[config.mk]
export PLATFORM = sky130hd
export DESIGN_NAME = bfsp_relax_unit
export DESIGN_NICKNAME = d
export VERILOG_FILES = /design/src/rtl/core/bfsp_pkg.sv /design/src/rtl/core/bfsp_relax_unit.sv
export SDC_FILE = /design/constraint.sdc
export NUM_CORES = 1
export LEC_CHECK = 0
export BUFFER_PORTS_ARGS = -buffer_cell sky130_fd_sc_hd__buf_2
export CORE_MARGIN = 5
export CORE_UTILIZATION = 50
export DETAILED_ROUTE_END_ITERATION = 12
export GPL_TIMING_DRIVEN = 1
export PLACE_DENSITY = 0.86
export SYNTH_ARGS = -nofsm -noshare
export SYNTH_HDL_FRONTEND = slang
export SYNTH_SLANG_ARGS = --single-unit
[constraint.sdc]
create_clock -name vclk -period 5.73
set_clock_uncertainty 0.15 [all_clocks]
set_input_delay 0 -clock vclk [all_inputs]
set_output_delay 0 -clock vclk [all_outputs]
set_load 0.1 [all_outputs]
[src/rtl/core/bfsp_pkg.sv]
`default_nettype none
package bfsp_pkg;

  // fixed field widths of the channels
  localparam int VERTEX_W   = 5;
  localparam int WEIGHT_IN_W = 16;
  localparam int DIST_W     = 32;
  localparam int COUNT_W    = 6;

  // configuration port
  localparam int CFG_IDX_W  = 2;
  localparam int CFG_DATA_W = 6;

  localparam logic [COUNT_W-1:0]  VERTEX_COUNT_RESET  = 6'd32;
  localparam logic [VERTEX_W-1:0] SOURCE_VERTEX_RESET = 5'd0;

  typedef enum logic [CFG_IDX_W-1:0] {
    REG_VERTEX_COUNT  = 2'd0,
    REG_SOURCE_VERTEX = 2'd1
  } cfg_reg_t;

endpackage
`default_nettype wire

[src/rtl/core/bfsp_relax_unit.sv]
`default_nettype none
module bfsp_relax_unit #(
  parameter int WEIGHT_BITS = 16
) (
  input  wire logic signed [bfsp_pkg::DIST_W-1:0] tail_dist,
  input  wire logic        [WEIGHT_BITS-1:0]      weight,
  input  wire logic signed [bfsp_pkg::DIST_W-1:0] head_dist,
  input  wire logic                               head_reach,
  output logic signed      [bfsp_pkg::DIST_W-1:0] cand,
  output logic                                    take
);
  import bfsp_pkg::*;

  logic signed [DIST_W:0] sum;
  logic signed [DIST_W:0] weight_ext;

  assign weight_ext = {{(DIST_W + 1 - WEIGHT_BITS){weight[WEIGHT_BITS-1]}}, weight};
  assign sum = {tail_dist[DIST_W-1], tail_dist} + weight_ext;

  // saturate to the signed distance range
  always_comb begin
    if (sum[DIST_W] != sum[DIST_W-1]) begin
      cand = sum[DIST_W] ? {1'b1, {(DIST_W-1){1'b0}}} : {1'b0, {(DIST_W-1){1'b1}}};
    end else begin
      cand = sum[DIST_W-1:0];
    end
  end

  assign take = !head_reach || (cand < head_dist);

endmodule
`default_nettype wire

==> flow_summary_export.csv, run 1 <==
group,metric,value,unit
timing,worstMarginPinSlew,0.577,ns
cells_and_area,fin_nets,625,
place,hpwl,7190,µm
route,vias,3166,
cells_and_area,layout-drive-gt1-share,31.9,%
synthesis,yosysUniqueCellTypes,55,
synthesis,synth_warnings,0,
run_status,status,"finished clean",
die,start_util,51.8,%
global_routing,first_global_vias,3119,
synthesis,yosysTopAreaCell,"ha_1",
setup_path,critPathArrivalTime,4.95,ns
clock_tree,cts_setup_buffers,0,
setup_path,worstSetupPathType,"input pin to primary output",
route,ant_nets,0,
setup_path,crit_chain,"buf_2 -> ha_1 -> inv_1 -> fa_1 -> and2b_1 -> o2111ai_1 -> a31oi_1 -> a21o_2 -> a31oi_1 -> o41ai_2 -> buf_4 -> nand2_2 -> o21ai_2 -> ha_1 -> a21o_1 -> a21o_1 -> a21oi_1 -> nor2_1 -> a211oi_1 -> inv_1 -> maj3_1 -> a211oi_1 -> a211o_1 -> buf_12",
setup_path,cp_max_fo,13,
power,power_per_cell_area,327,nW/µm²
die,die_x,83.2,µm
route,wirelength,8030,µm
timing,rsz0062_at_grt,"no",
cells_and_area,final_cell_area,3410,µm²
setup_path,crit_path_start_kind,"input pin",
setup_path,endpoint_kind,"primary output",
power,p_leak,1.83,nW
global_routing,grt-ovfl-total,0,
clock_tree,post_cts_resized,0,
cells_and_area,final_common_cell,"buf_2",
global_routing,antenna_found_initial,0,
die,core_area,5170,µm²
synthesis,syn_inst,368,
cells_and_area,syn_to_final_growth,27.4,%
setup_path,required,5.58,ns
place,numPortBuffers,114,
cells_and_area,seq_area,0,µm²
timing,finalSetupViolations,0,
cells_and_area,seq_cell_count,0,
timing,finalMaxSlewViolations,0,
place,dpl-instance-area,3410,µm²
route,drc_errors,0,
die,die_area,6920,µm²
synthesis,syn_nets,512,
setup_path,crit_buf_inv,5,
clock_tree,hold_buffers,0,
die,num_io_pins,114,
power,ir_worst_vdd,0.239,mV
cells_and_area,nClkBuffers,0,
synthesis,avgSynthCellArea,7.28,µm²
cells_and_area,antennaDiodeCount,0,
setup_path,cp_top_family,"compound AO/OA/AOI/OAI gates",
timing,max_freq,196,MHz
timing,setup_tns,0,ns
timing,hold_viol,0,
timing,period_minus_slack,5.10,ns
route,drt_iter0_markers,91,
route,via_per_inst,5.77,
die,die-height,83.2,µm
hold_path,hold_depth,4,
synthesis,synth_area_leaders,"ha_1 (29%), a21oi_1 (8.4%), a21o_1 (6.7%)",
hold_path,hold_end,"take",
route,first_pass_iters,5,
timing,finalCritPeriodShare,89.0,%
die,rows,26,
synthesis,synth_area,2680,µm²
hold_path,min_path_type,"input pin to primary output",
cells_and_area,final_cell_mix,"buf_2 (113), ha_1 (62), inv_1 (38), a21oi_1 (35), a21o_1 (24)",
setup_path,slowest_delay,0.39,ns
global_routing,grt_usage,22.2,%
place,gp_congestion,0.880,
setup_path,cp_slowest_cell,"fa_1",
timing,max-slew-margin-rel,61.2,%
synthesis,ys_seq_area_share,0,%
hold_path,hp-start,"head_reach",
synthesis,synth_top_cell_area_share,28.9,%
job,drv_cap,0,
global_routing,grt_max_degree,18,
route,avgRoutedWirePerCell,14.6,µm
global_routing,grt_pass1_wl,13600,µm
==> logic make-up (layout without fill, tap and decap cells) <==
group | after synthesis | in the layout | share of synthesized area [%]
AOI/OAI and AO/OA | 151 | 151 | 37.1
buffers and inverters | 44 | 155 | 6.54
adders and majority gates | 69 | 69 | 32.0
and+or+nand+nor | 77 | 77 | 15.5
xor gates and xnor gates | 27 | 27 | 8.82
==> cell type report <==
| type | count | area [µm²] |
|---|---|---|
| timing repair buffer | 117 | 608 |
| fill | 461 | 1760 |
| inverter | 38 | 143 |
| tap | 70 | 87.6 |
| multi-input combinational | 324 | 2570 |
==> synthesized netlist by cell type (all sizes together), types with 3 or more instances <==
master and instances:
ha 62, a21oi 46, o21ai 39, inv 38
a21o 25, nand2 22, nor2 14, xnor2 14
xor2 13, nand2b 8, a31oi 6, buf 6
maj3 6, a211oi 5, nand3 5, nand4 5
nor3 5, nor2b 4, o211ai 4, o21a 4
o41ai 4, a2111oi 3, and3 3, and4 3
==> where the power goes <==
group          leakage [nW]  switching [mW]  internal (mW)
Clock                     0               0              0
Sequential                0               0              0
Combinational          1.83           0.837          0.278
Total                  1.83           0.837          0.278
==> metal layers <==
metal	vias to the layer above	part of all wire (%)	routed length (µm)	global-route usage, %
met2	113	50	4040	42.1
met3	20	6.4	510	3.07
met4	0	2.3	187	5.35
met1	1425	41	3290	25.8
met5	-	0	0	0
li1	1608	-	-	-
==> worst max-delay path by stage <==
stage / start / end / slack, ns / cells past startpoint
detailed placement: tail_dist[0] / take / 0.66 / 24
global route: weight[0] / take / 0.14 / 24
floorplan: tail_dist[0] / take / 0.004 / 20
CTS: tail_dist[0] / take / 0.66 / 24
finish: tail_dist[0] / take / 0.63 / 24
global placement: tail_dist[0] / take / 0.88 / 24
==> stage by stage <==
step	cells	util (%)	hold slack [ns]	power [mW]	setup WS [ns]
after floorplan	368	-	0.361	0.912	0.00425
after global placement	549	66.0	0.339	1.09	0.877
after detailed placement	549	66.0	0.337	1.11	0.661
after CTS	549	66.0	0.340	1.12	0.659
after global routing	549	66.0	0.375	1.19	0.140
final	549	66.0	0.358	1.12	0.628
No activity file was read; power rests on OpenSTA's default activity.
==> run 2: changes to the inputs <==
CELL_PAD_IN_SITES_DETAIL_PLACEMENT = 1   (was unset)
CELL_PAD_IN_SITES_GLOBAL_PLACEMENT = 1   (was unset)
CORE_UTILIZATION = 35   (was 50)
PLACE_DENSITY = 0.87   (was 0.86)
==> run 2 against run 1 <==
  * Hold slack gained 0.041 ns
  * Critical path depth unchanged
  * Total power increased by 1.1%
  * Sequential cell count did not move
  * Critical path type unchanged
==> flow_summary_export.csv, run 2 (synthesized netlist as in run 1, its figures left out) <==
group,metric,value,unit
cells_and_area,final_cell_mix,"buf_2 (113), ha_1 (62), inv_1 (38), a21oi_1 (35), a21o_1 (24)",
die,die-height,97.5,µm
setup_path,required,5.58,ns
global_routing,grt-ovfl-total,0,
timing,period_minus_slack,5.07,ns
route,via_per_inst,5.44,
timing,hold_viol,0,
timing,worstMarginPinSlew,0.549,ns
place,place_ws,0.625,ns
power,ir_worst_vdd,0.176,mV
setup_path,crit_cells,24,
cells_and_area,antennaDiodeCount,0,
setup_path,endpoint_kind,"primary output",
timing,worst_slack,0.662,ns
job,drv_cap,0,
place,gp_congestion,0.868,
place,hpwl,8440,µm
route,drt_iter0_markers,69,
setup_path,slowest_delay,0.39,ns
setup_path,cp-startpoint,"tail_dist[0]",
route,ant_nets,0,
timing,max-slew-margin-rel,63.0,%
setup_path,cp_max_fo,9,
setup_path,crit_path_start_kind,"input pin",
setup_path,cp_slowest_cell,"fa_1",
power,power,1.13,mW
route,avgRoutedWirePerCell,16.2,µm
timing,finalCritPeriodShare,88.4,%
route,drc_errors,0,
die,rows,32,
global_routing,grt_usage,18.8,%
global_routing,antenna_found_initial,0,
cells_and_area,nFillCells,1047,
place,numPortBuffers,114,
hold_path,hold_depth,4,
timing,setup_tns,0,ns
route,vias,3160,
cells_and_area,syn_to_final_growth,28.9,%
place,dpl-instance-area,3450,µm²
timing,finalSetupViolations,0,
clock_tree,cts_setup_buffers,0,
die,die_area,9510,µm²
global_routing,first_global_vias,3291,
cells_and_area,nClkBuffers,0,
die,die_x,97.5,µm
timing,max_freq,197,MHz
cells_and_area,fin_nets,625,
setup_path,crit_chain,"buf_2 -> ha_1 -> inv_1 -> fa_1 -> and2b_1 -> o2111ai_1 -> a31oi_1 -> a21o_2 -> a31oi_1 -> o41ai_2 -> buf_4 -> nor2_4 -> o21ai_2 -> ha_1 -> a21o_1 -> a21o_1 -> a21oi_1 -> nor2_1 -> a211oi_1 -> inv_1 -> maj3_1 -> a211oi_1 -> a211o_1 -> buf_12",
setup_path,crit_end,"take",
route,wirelength,9430,µm
setup_path,worstSetupPathType,"input pin to primary output",
clock_tree,hold_buffers,0,
die,core_area,7610,µm²
clock_tree,post_cts_resized,0,
route,first_pass_iters,4,
cells_and_area,final_cell_area,3450,µm²
hold_path,min_path_type,"input pin to primary output",
global_routing,grt_max_degree,21,
power,p_leak,1.83,nW
setup_path,cp_top_family,"compound AO/OA/AOI/OAI gates",
cells_and_area,layout-drive-gt1-share,31.9,%
global_routing,grt_pass1_wl,15500,µm
die,start_util,35.2,%
cells_and_area,seq_area,0,µm²
hold_path,hp-start,"head_reach",
setup_path,critPathArrivalTime,4.92,ns
timing,finalMaxSlewViolations,0,
setup_path,crit_buf_inv,5,
die,num_io_pins,114,
run_status,status,"finished clean",
cells_and_area,seq_cell_count,0,
power,power_per_cell_area,327,nW/µm²
cells_and_area,final_common_cell,"buf_2",
timing,rsz0062_at_grt,"no",
==> run 2: through the flow <==
step / cells / utilization (%) / hold slack [ns]
2_1_floorplan: 368 / - / 0.361
3_3_place_gp: 581 / 45.4 / 0.360
3_5_place_dp: 581 / 45.4 / 0.398
4_1_cts: 581 / 45.4 / 0.398
5_1_grt: 581 / 45.4 / 0.421
6_report: 581 / 45.4 / 0.399
==> run 2: how the worst min path moves through the flow <==
stage | to | slack, ns
floorplan | cand[1] | 0.36
global placement | take | 0.36
detailed placement | take | 0.40
CTS | take | 0.40
global route | take | 0.42
finish | take | 0.40
==> run 2: routing by layer <==
layer | share of wire, % | track usage [%] | vias up
met3 | 4.0 | 1.65 | 6
met5 | 0 | 0 | -
met4 | 1.1 | 1.70 | 0
met1 | 43 | 23.2 | 1490
li1 | - | - | 1593
met2 | 52 | 36.3 | 71
==> run 2: final cells by class <==
cell class,instances,area [µm²],share of cell area [%]
multi-input cells,324,2570,74.6
well taps,102,128,3.70
inverters,38,143,4.13
repair buffers,117,608,17.6
==> run 2: power by group <==
part,leakage [nW],switching [mW],internal [mW]
registers,0,0,0
clock network,0,0,0
logic,1.83,0.849,0.279
